### config.mk
export PLATFORM = sky130hd
export DESIGN_NAME = led_strip_pwm_bit_encoder
export DESIGN_NICKNAME = d
export VERILOG_FILES = /design/src/rtl/led_pwm_pkg.sv /design/src/rtl/led_strip_pwm_bit_encoder.sv
export SDC_FILE = /design/constraint.sdc
export NUM_CORES = 1
export LEC_CHECK = 0
export BUFFER_PORTS_ARGS = -buffer_cell sky130_fd_sc_hd__buf_2
export CORE_MARGIN = 1
export CORE_UTILIZATION = 40
export CTS_CLUSTER_SIZE = 25
export DETAILED_ROUTE_END_ITERATION = 6
export GPL_ROUTABILITY_DRIVEN = 0
export PLACE_DENSITY = 0.65
export SKIP_CTS_REPAIR_TIMING = 1
export SLEW_MARGIN = 10
export SYNTH_ARGS = -nofsm -noshare
export SYNTH_HDL_FRONTEND = slang
export SYNTH_SLANG_ARGS = --single-unit
export TNS_END_PERCENT = 1
### constraint.sdc
create_clock -name aclk -period 5.3 [get_ports aclk]
set_input_delay 0.53 -clock aclk [delete_from_list [all_inputs] [get_ports aclk]]
set_output_delay 0.53 -clock aclk [all_outputs]
set_load 0.01 [all_outputs]
### src/rtl/led_pwm_pkg.sv
// Package for the LED strip PWM bit encoder: item types, register indexes and constants.
package led_pwm_pkg;

    // Data slots sent per LED; 24 color bits, the rest carry the zero-bit duty.
    localparam int BITS_PER_LED = 24;
    localparam int SLOT_CNT_W   = $clog2(BITS_PER_LED + 1);

    localparam int DUTY_W  = 16;
    localparam int LEVEL_W = 12;
    localparam int PCT_W   = 7;    // level / 33 stays below 128
    localparam int PROD_W  = 15;   // widened channel times percent stays below 2^15

    // Field masks of an RGB565 pixel.
    localparam logic [15:0] RED_MASK   = 16'hF800;
    localparam logic [15:0] GREEN_MASK = 16'h07E0;
    localparam logic [15:0] BLUE_MASK  = 16'h001F;

    // floor(x / 33) = (x * 3972) >> 17 for any 12-bit x.
    localparam int             PCT_SHIFT = 17;
    localparam logic [11:0]    PCT_RECIP = 12'd3972;
    // floor(x / 100) = (x * 20972) >> 21 for x below 2^15.
    localparam int             CH_SHIFT  = 21;
    localparam logic [14:0]    CH_RECIP  = 15'd20972;

    localparam logic [DUTY_W-1:0] HIGH_DUTY_RST = 16'd58;
    localparam logic [DUTY_W-1:0] LOW_DUTY_RST  = 16'd29;

    typedef enum logic [0:0] {
        CFG_HIGH_DUTY = 1'b0,
        CFG_LOW_DUTY  = 1'b1
    } cfg_index_t;

    typedef logic [BITS_PER_LED-1:0] led_word_t;

    typedef struct packed {
        logic [15:0]        pixel_rgb565;
        logic [LEVEL_W-1:0] level_mv;
        logic               last_pixel;
    } pixel_in_t;

    typedef struct packed {
        logic [DUTY_W-1:0] duty;
        logic              last;
    } slot_out_t;

endpackage

### src/rtl/led_strip_pwm_bit_encoder.sv
// Top level of the LED strip PWM bit encoder: brightness scaling pipeline and slot serializer.
//
// Each accepted pixel item yields a zero reset slot, then BITS_PER_LED duty slots (green, red,
// blue, MSB first; high_duty for a one bit, low_duty for a zero bit), and one more zero slot
// when last_pixel is set; m_data.last marks the final slot of each item. The output slot
// register sends one slot per cycle when m_ready does not stall it, and in a steady stream
// slots of consecutive pixels follow with no gap. A pixel passes three registered stages
// (percent, channel products, divide-by-100 into the serializer), and its reset slot leaves
// the last of them when the output is free. Write high_duty and low_duty only while no item
// is in flight.
module led_strip_pwm_bit_encoder (
    input  logic                   aclk,
    input  logic                   aresetn,
    input  logic                   s_valid,
    output logic                   s_ready,
    input  led_pwm_pkg::pixel_in_t s_data,
    output logic                   m_valid,
    input  logic                   m_ready,
    output led_pwm_pkg::slot_out_t m_data,
    input  logic                   cfg_wr_en,
    input  logic [0:0]             cfg_index,
    input  logic [15:0]            cfg_wdata
);
    import led_pwm_pkg::*;

    // Duty registers
    logic [DUTY_W-1:0] high_duty_reg;
    logic [DUTY_W-1:0] low_duty_reg;

    // Stage 0: input register
    logic               st0_valid_reg;
    logic [15:0]        st0_pixel_reg;
    logic [LEVEL_W-1:0] st0_level_reg;
    logic               st0_last_reg;

    // Stage 1: brightness percent
    logic               st1_valid_reg;
    logic [15:0]        st1_pixel_reg;
    logic [PCT_W-1:0]   st1_pct_reg;
    logic               st1_last_reg;

    // Stage 2: channel times percent
    logic               st2_valid_reg;
    logic [PROD_W-1:0]  st2_prod_r_reg;
    logic [PROD_W-1:0]  st2_prod_g_reg;
    logic [PROD_W-1:0]  st2_prod_b_reg;
    logic               st2_last_reg;

    // Serializer
    led_word_t             word_reg;
    logic [SLOT_CNT_W-1:0] cnt_reg;
    logic                  trail_reg;
    logic                  m_valid_reg;
    slot_out_t             m_data_reg;

    logic out_free;
    logic load_ok;
    logic st2_ready;
    logic st1_ready;
    logic st0_ready;

    logic [23:0]        pct_prod;
    logic [PCT_W-1:0]   pct_next;
    logic [7:0]         r_wide;
    logic [7:0]         g_wide;
    logic [7:0]         b_wide;
    logic [29:0]        div_r;
    logic [29:0]        div_g;
    logic [29:0]        div_b;
    logic [23:0]        grb;
    led_word_t          word_load;

    // Handshake chain: each stage moves when the next one is empty or moving.
    assign out_free  = !m_valid_reg || m_ready;
    assign load_ok   = out_free && (cnt_reg == '0) && !trail_reg;
    assign st2_ready = !st2_valid_reg || load_ok;
    assign st1_ready = !st1_valid_reg || st2_ready;
    assign st0_ready = !st0_valid_reg || st1_ready;
    assign s_ready   = st0_ready;

    assign m_valid = m_valid_reg;
    assign m_data  = m_data_reg;

    // Datapath
    assign pct_prod = 24'(st0_level_reg) * 24'(PCT_RECIP);
    assign pct_next = pct_prod[PCT_SHIFT+PCT_W-1:PCT_SHIFT];

    assign r_wide = {st1_pixel_reg[15:11], 3'b000};
    assign g_wide = {st1_pixel_reg[10:5], 2'b00};
    assign b_wide = {st1_pixel_reg[4:0], 3'b000};

    assign div_r = 30'(st2_prod_r_reg) * 30'(CH_RECIP);
    assign div_g = 30'(st2_prod_g_reg) * 30'(CH_RECIP);
    assign div_b = 30'(st2_prod_b_reg) * 30'(CH_RECIP);

    // Scaled channels wrap to their low 8 bits.
    assign grb       = {div_g[CH_SHIFT+7:CH_SHIFT], div_r[CH_SHIFT+7:CH_SHIFT],
                        div_b[CH_SHIFT+7:CH_SHIFT]};
    assign word_load = led_word_t'(grb) << (BITS_PER_LED - 24);

    // Configuration
    always_ff @(posedge aclk) begin
        if (!aresetn) begin
            high_duty_reg <= HIGH_DUTY_RST;
            low_duty_reg  <= LOW_DUTY_RST;
        end else if (cfg_wr_en) begin
            case (cfg_index_t'(cfg_index))
                CFG_HIGH_DUTY: high_duty_reg <= cfg_wdata;
                CFG_LOW_DUTY:  low_duty_reg  <= cfg_wdata;
                default: ;
            endcase
        end
    end

    // Pipeline valids
    always_ff @(posedge aclk) begin
        if (!aresetn) begin
            st0_valid_reg <= 1'b0;
            st1_valid_reg <= 1'b0;
            st2_valid_reg <= 1'b0;
        end else begin
            if (st0_ready) st0_valid_reg <= s_valid;
            if (st1_ready) st1_valid_reg <= st0_valid_reg;
            if (st2_ready) st2_valid_reg <= st1_valid_reg;
        end
    end

    // Pipeline payload
    always_ff @(posedge aclk) begin
        if (st0_ready && s_valid) begin
            st0_pixel_reg <= s_data.pixel_rgb565;
            st0_level_reg <= s_data.level_mv;
            st0_last_reg  <= s_data.last_pixel;
        end
        if (st1_ready && st0_valid_reg) begin
            st1_pixel_reg <= st0_pixel_reg & (RED_MASK | GREEN_MASK | BLUE_MASK);
            st1_pct_reg   <= pct_next;
            st1_last_reg  <= st0_last_reg;
        end
        if (st2_ready && st1_valid_reg) begin
            st2_prod_r_reg <= PROD_W'(r_wide) * PROD_W'(st1_pct_reg);
            st2_prod_g_reg <= PROD_W'(g_wide) * PROD_W'(st1_pct_reg);
            st2_prod_b_reg <= PROD_W'(b_wide) * PROD_W'(st1_pct_reg);
            st2_last_reg   <= st1_last_reg;
        end
    end

    // Serializer control
    always_ff @(posedge aclk) begin
        if (!aresetn) begin
            m_valid_reg <= 1'b0;
            cnt_reg     <= '0;
            trail_reg   <= 1'b0;
        end else if (out_free) begin
            if (cnt_reg != '0) begin
                m_valid_reg <= 1'b1;
                cnt_reg     <= cnt_reg - SLOT_CNT_W'(1);
            end else if (trail_reg) begin
                m_valid_reg <= 1'b1;
                trail_reg   <= 1'b0;
            end else if (st2_valid_reg) begin
                m_valid_reg <= 1'b1;
                cnt_reg     <= SLOT_CNT_W'(BITS_PER_LED);
                trail_reg   <= st2_last_reg;
            end else begin
                m_valid_reg <= 1'b0;
            end
        end
    end

    // Serializer payload
    always_ff @(posedge aclk) begin
        if (out_free) begin
            if (cnt_reg != '0) begin
                m_data_reg.duty <= word_reg[BITS_PER_LED-1] ? high_duty_reg : low_duty_reg;
                m_data_reg.last <= (cnt_reg == SLOT_CNT_W'(1)) && !trail_reg;
                word_reg        <= word_reg << 1;
            end else if (trail_reg) begin
                m_data_reg.duty <= '0;
                m_data_reg.last <= 1'b1;
            end else if (st2_valid_reg) begin
                // reset slot ahead of the pixel's data slots
                m_data_reg.duty <= '0;
                m_data_reg.last <= 1'b0;
                word_reg        <= word_load;
            end
        end
    end

    // Assertions
    a_cnt_implies_valid: assert property (@(posedge aclk) disable iff (!aresetn)
        (cnt_reg != '0) |-> m_valid_reg)
        else $error("data slots pending with no slot on the output");

    a_trail_implies_valid: assert property (@(posedge aclk) disable iff (!aresetn)
        trail_reg |-> m_valid_reg)
        else $error("trailing slot pending with no slot on the output");

    a_last_ends_item: assert property (@(posedge aclk) disable iff (!aresetn)
        (m_valid_reg && m_data_reg.last) |-> ((cnt_reg == '0) && !trail_reg))
        else $error("last slot shown while slots of the item remain");

    a_load_count: assert property (@(posedge aclk) disable iff (!aresetn)
        (load_ok && st2_valid_reg) |=> (cnt_reg == SLOT_CNT_W'(BITS_PER_LED)))
        else $error("slot count wrong after loading a pixel");

    a_cnt_range: assert property (@(posedge aclk) disable iff (!aresetn)
        cnt_reg <= SLOT_CNT_W'(BITS_PER_LED))
        else $error("slot count out of range");

endmodule

After elaboration in Yosys (flattened, before gate mapping):

Cells that the tools add are included.
Widths: inputs -> output; s select.

* register bits: 174
* input bits: 51
* output and inout port bits: 19
* logic and storage cells: 73

* $add $sub $neg: 1
* multipliers: 7
* eq/ne operators: 2
* mux-type cells: 15
* bitwise logic cells: 2
* reductions and logical operators: 24

Operators with widths (number)
* $mux 24: 3
* $mux 17: 3
* $mul 12x13->24 const B: 2
* $mul 13x13->25 const B: 1
* $mul 5x7->12: 2
* $mul 12x10->22 const B: 1
* $mux 16: 1
* $mux 5: 3
* $mul 6x7->13: 1
* $reduce_and 2->1: 4
* $logic_and 1x1->1: 6
* $eq 5x1->1 const B: 1
* $logic_not 1->1: 5
* $logic_not 5->1: 1
* $mux 1: 5
* $reduce_bool 5->1: 1
* $sub 5x1->5 const B: 1
* $logic_or 1x1->1: 4
* $reduce_and 3->1: 1
* $reduce_bool 3->1: 1
* $ne 2x1->1 const B: 1
* $not 1->1: 2
* $reduce_bool 2->1: 1

Logic depth before layout (Yosys ltp):

Gate-level depths: netlist (run 1).

* depth in word-level cells: 8
* mapped depth: 19
* mapped depth without buffers: 19

Worst setup path before layout (run 1):

No wires, ideal clock.

* path type: register -> register
* start point: register st2_prod_r_reg[9]
* end point: register word_reg[12], data pin
* library setup time: 0.267 ns
* arrival time: 4.699 ns
* data required time: 5.033 ns
* slack: 0.334 ns
* stages on the path, launching flop included: 18
* buffers on the path: 0
* clock period less this slack: 4.966 ns
* cell sequence: edfxtp_1 -> inv_1 -> fa_1 -> fa_1 -> fa_1 -> inv_1 -> fa_1 -> inv_1 -> fa_1 -> inv_1 -> ha_1 -> a21o_1 -> a21o_1 -> a2111oi_0 -> o32ai_1 -> o41ai_2 -> xor2_1 -> o21ai_0

* cells in the longest elaborated chain, start to end: 4

RTL lines
* start: declaration: line led_strip_pwm_bit_encoder.sv:44 `logic [PROD_W-1:0] st2_prod_r_reg;`
* start signal: assignment: line led_strip_pwm_bit_encoder.sv:141 `st2_prod_r_reg <= PROD_W'(r_wide) * PROD_W'(st1_pct_reg);`
* $mul 12x13->24: line led_strip_pwm_bit_encoder.sv:92 `assign div_r = 30'(st2_prod_r_reg) * 30'(CH_RECIP);`
* $mux 24: line led_strip_pwm_bit_encoder.sv:181 `end else if (st2_valid_reg) begin`
* $mux 24: line led_strip_pwm_bit_encoder.sv:178 `end else if (trail_reg) begin`
* $mux 24: line led_strip_pwm_bit_encoder.sv:174 `if (cnt_reg != '0) begin`
* end signal: assignment: line led_strip_pwm_bit_encoder.sv:177 `word_reg <= word_reg << 1;`
* end signal: assignment: line led_strip_pwm_bit_encoder.sv:185 `word_reg <= word_load;`
* end: declaration: line led_strip_pwm_bit_encoder.sv:50 `led_word_t word_reg;`

Every way passes these cells. The select of a mux whose other input is x is not followed.
A chain may end at the register's enable or synchronous reset.

Worst setup path after layout (run 1):

* start point: register st2_prod_r_reg[12]
* end point: register word_reg[12], data pin

The elaborated chain is that of the path after synthesis.

==> results of run 1 <==
how the worst max path moves through the flow:
stage / start / endpoint / cells past startpoint
after floorplan: st2_prod_r_reg[9] / word_reg[12] / 17
after global placement: st2_prod_r_reg[12] / word_reg[12] / 17
after detailed placement: st2_prod_r_reg[12] / word_reg[12] / 17
after CTS: st2_prod_r_reg[12] / word_reg[12] / 17
after global routing: st2_prod_b_reg[13] / word_reg[5] / 16
final: st2_prod_r_reg[12] / word_reg[12] / 17
through the flow:
| stage | instance area, um^2 | util | hold slack [ns] |
|---|---|---|---|
| 2_1_floorplan | 19800 | - | 0.400 |
| 3_3_place_gp | 21000 | 0.430 | 0.401 |
| 3_5_place_dp | 21000 | 0.430 | 0.405 |
| 4_1_cts | 21600 | 0.442 | 0.214 |
| 5_1_grt | 21800 | 0.447 | 0.216 |
| 6_report | 21800 | 0.447 | 0.239 |
cell usage after synthesis, types with 29 or more instances:
cell type / n
a21boi_0: 29
a21oi_1: 55
and2_1: 63
clkbuf_1: 31
dfxtp_1: 42
edfxtp_1: 132
fa_1: 226
ha_1: 375
inv_1: 449
nand2_1: 168
nor2_1: 49
o21ai_0: 51
xnor2_1: 42
layout make-up:
type	count	area, um^2
Fill cell	4646	27000
Multi-Input combinational cell	1281	13300
Sequential cell	174	4800
Inverter	449	1690
Tap cell	664	831
Timing Repair Buffer	105	619
Clock buffer	19	433
Clock inverter	13	139
layout by cell type, fill, tap and decap left out, types with 10 or more instances in the layout:
| master | count |
|---|---|
| edfxtp_1 | 132 |
| nor2_1 | 49 |
| buf_2 | 69 |
| buf_4 | 35 |
| nor3_1 | 21 |
| ha_1 | 370 |
| a21o_1 | 20 |
| a21boi_0 | 27 |
| fa_1 | 226 |
| a21oi_1 | 54 |
| dfxtp_1 | 42 |
| mux2i_1 | 17 |
| a31oi_1 | 10 |
| xnor2_1 | 42 |
| nor2b_1 | 12 |
| nand3_1 | 17 |
| nand2_1 | 168 |
| xor2_1 | 20 |
| clkbuf_16 | 17 |
| inv_1 | 447 |
| nand4_1 | 13 |
| o21ai_0 | 48 |
| and2_1 | 63 |
per-layer routing:
metal	wire length [um]	share of wire	global-route usage
met1	17400	0.46	0.200
met2	18800	0.50	0.275
met3	893	0.024	0.0208
met4	519	0.014	0.0413
met5	0	0	0
critical path: stages, from the launching register on:
cell and delay (ns):
edfxtp_1 0.54, ha_4 0.34, inv_1 0.05, fa_1 0.50, inv_1 0.06, fa_1 0.54
inv_1 0.05, fa_1 0.46, fa_1 0.54, inv_1 0.07, ha_4 0.26, a21o_1 0.16
a21o_1 0.19, a2111oi_4 0.33, o32ai_2 0.15, o41ai_2 0.33, xor2_1 0.19, o21ai_1 0.08
logic make-up after synthesis:
| kind of cell | synth area share |
|---|---|
| buffers and inverters | 0.0912 |
| adders and majority gates | 0.465 |
| and+or+nand+nor | 0.0913 |
| muxes | 0.00916 |
| DFF | 0.243 |
| AOI/OAI and AO/OA | 0.0728 |
| xor gates and xnor gates | 0.0274 |
==> results.tsv, run 1 <==
metric	value	unit
DR WL/cell	13.9	um
WS Path Type	reg2reg	
number of synthesized flops with an enable pin	132	
H-tree depth	4	
gr usage total	0.156	
antenna diode count	0	
Hold Startpoint	s_data[1]	
synth unique cells	61	
Residual DRC	0	
number of flip-flops in the largest register	24	
min Tclk post-route	5.13	ns
Async S/R FF share, synth	0	
initial core utilization	0.405	
Initial DRT Pass Iterations	5	
critical path peak fanout	6	
die footprint	50400	um^2
Max Fclk	195	MHz
Cells after Synth	1936	
WP data arrival	5.32	ns
via count	13100	
R2R depth	17	
# rows	81	
startpoint types	flip-flop	
die span in x	224	um
Final Hold Vio Count	0	
vias in the first global route	13700	
antenna viol nets, final	0	
syn nets	2588	
Max Cap Viol	0	
post-synthesis sequential area ratio	0.243	
Netlist Area Pre-Place	19800	um^2
core box area	48800	um^2
Synth Warn #	0	
Layout Nets	2680	
Cells after DPL	2654	
clock sinks	174	
pin count of the biggest net entering global routing	50	
unrepaired setup endpoints after global routing	true	
hpwl dp	31300	um
Final Non-Filler Cells	2705	
via/cell ratio	4.83	
post-synthesis register bit count	174	
Top FF cell, synth	edfxtp_1	
share of the synthesized area in the top cell type	0.237	
PortBufs	69	
Inserted Clock Buffers	17	
RR Endpoint	word_reg[12]	
clk_skew	0.0136	ns
grt ovf	0	
Reg clk slew, reported paths	0.08	ns
type of destination of the critical path	flip-flop	
fin. max-slew vios	0	
Syn Area/Cell	10.2	um^2
status	completed	
Sum Neg Setup Slack	0	ns
initial DRC count	573	
Top Ports	70	
first-pass GRT wire length	63800	um
antenna violations before repair	0	
Final setup viols	0	
Layout area overhead	10.2	%
reg2reg start	st2_prod_r_reg[12]	
Slew HR	0.267	
Clock Tree Buf Depth	2	
Final Cycle Share	0.968	
PnR worst setup slack	0.168	ns
pre-CTS setup slack	-0.00246	ns
Req. time, crit path	5.49	ns
Synth area leaders	ha_1 24%, fa_1 23%, edfxtp_1 20%, inv_1 8.5%, dfxtp_1 4.2%	
CTS tree	yes	
share of post-route cells with drive strength above 1	0.0779	
die height	224	um
largest area contributor in the netlist	ha_1	
Worst R2R Setup Slack	0.17	ns
HP Class	in2reg	
DRT Wirelength	37700	um
worst-skew pair later-pin latency	0.46	ns
hold path cells	1	
root buf cell	clkbuf_16	
Worst Tran Pin Value	1.10	ns
hold endpoint	st0_level_reg[0]	
Power of run 1 is left out: the tool's default activity adds up to more than one toggle a clock period on the data nets, which glitch-free logic cannot reach.
==> inputs of run 2 (changes only) <==
Settings changed: CORE_UTILIZATION 40 to 45, PLACE_DENSITY 0.65 to 0.7.
==> run 2 against run 1 <==
Effect of this change:
- critical path depth is the same
- global-route usage grew 1.9 points
- die area shrank 11%
- via count grew 0.41%
- first-iteration DRC count grew 2.1%
- routed wire length shrank 1.2%
- worst setup slack lost 0.017 ns
- critical endpoint unchanged
- worst hold slack gained 0.0050 ns
- sequential share of layout area grew 0.18 points
- maximum frequency shrank 0.33%
- largest cell class unchanged
- register-to-register slack lost 0.02 ns
==> results.tsv, run 2 (synthesis results as in run 1) <==
metric	value	unit	change
H-tree depth	4		unchanged
antenna violations before repair	1		+1
Initial DRT Pass Iterations	5		unchanged
via/cell ratio	5.02		+3.9%
clk_skew	0.0124	ns	-0.00121 ns
startpoint types	flip-flop		
Final Hold Vio Count	0		unchanged
most common cell after layout, fill and taps aside	inv_1		
unrepaired setup endpoints after global routing	true		
die span in x	212	um	-5.7%
Slew HR	0.275		+0.00765
Design Area, Final	21600	um^2	-0.81%
Clock Tree Buf Depth	2		unchanged
Sum Neg Setup Slack	0	ns	unchanged
Max Fclk	194	MHz	-0.33%
Worst Tran Pin Value	1.09	ns	-0.0115 ns
antenna viol nets, final	0		unchanged
# rows	76		-6.2%
die height	212	um	-5.7%
PortBufs	69		unchanged
CP max-delay cell	fa_1		
Layout Nets	2668		-0.45%
root buf cell	clkbuf_16		
Core Util, Final	0.500		+0.0535
Final Cycle Share	0.972		+0.00320
min Tclk post-route	5.15	ns	+0.0170 ns
grt ovf	0		unchanged
Final setup viols	0		unchanged
Max Cap Viol	0		unchanged
CTS tree	yes		
cell chain of the critical path	ha_4, inv_1, fa_1, inv_1, fa_1, inv_1, fa_1, fa_1, inv_1, ha_1, a21o_1, a21o_1, a2111oi_4, o32ai_2, o41ai_2, xor2_1, o21ai_0		
Layout area overhead	9.31	%	
delay-heaviest family, CP	adder cells		
HP Class	in2reg		
type of destination of the critical path	flip-flop		
Req. time, crit path	5.49	ns	about the same
via count	13100		+0.41%
Hold WS	0.244	ns	+0.00504 ns
Reg clk slew, reported paths	0.07	ns	about the same
initial DRC count	585		+2.1%
Buf+Inv Stages, Crit Path	4		unchanged
gr usage total	0.174		+0.0187
die footprint	44800	um^2	-11%
Residual DRC	0		unchanged
DRT Wirelength	37200	um	-1.2%
vias in the first global route	13500		-1.9%
antenna diode count	0		unchanged
first-pass GRT wire length	63100	um	-1.1%
Critical Path Max Stage Delay	0.54	ns	about the same
clock sinks	174		unchanged
Inserted Clock Buffers	17		unchanged
initial core utilization	0.458		+0.0523
status	completed		
pin count of the biggest net entering global routing	50		unchanged
DR WL/cell	14.2	um	+2.3%
hpwl dp	30800	um	-1.5%
fin. max-slew vios	0		unchanged
core box area	43300	um^2	-11%
share of post-route cells with drive strength above 1	0.0739		-0.00397
DP Area	20900	um^2	-0.61%
critical path peak fanout	5		-1
number of flip-flops in the largest register	24		unchanged
WS Path Type	reg2reg		
most frequent cells in the layout	449 x inv_1, 373 x ha_1, 224 x fa_1		
worst-skew pair later-pin latency	0.45	ns	about the same
WP data arrival	5.34	ns	+0.02 ns
Top Ports	70		unchanged
-- run 2: final timing paths --
check                                         from          endpoint  slack (ns)  cells past startpoint
worst min-delay path                     s_data[4]  st0_level_reg[3]        0.24                      1
worst min register to register    st0_pixel_reg[5]  st1_pixel_reg[5]        0.42                      0
worst max-delay path            st2_prod_r_reg[12]      word_reg[12]        0.15                     17
worst max register to register  st2_prod_r_reg[12]      word_reg[12]        0.15                     17
-- run 2: routing by layer --
layer,global-route usage,part of all wire
met1,0.230,0.47
met5,0,0.00027
met4,0.0455,0.013
met3,0.0263,0.031
met2,0.299,0.49
-- run 2: metrics by stage --
step,setup slack [ns],instances
floorplan,0.334,1936
global placement,0.140,2571
detailed placement,0.0170,2571
CTS,-0.00134,2603
global route,-0.0569,2614
finish,0.151,2614
-- run 2: final cells by class --
cell class / instances / area (um^2)
clock inverter: 13 / 126
tap: 585 / 732
fill: 3890 / 21600
clock buffer: 19 / 437
multi-input combinational: 1281 / 13300
timing repair buffer: 93 / 526
sequential: 174 / 4800
inverter: 449 / 1690
Power of run 2 is left out for the same reason.
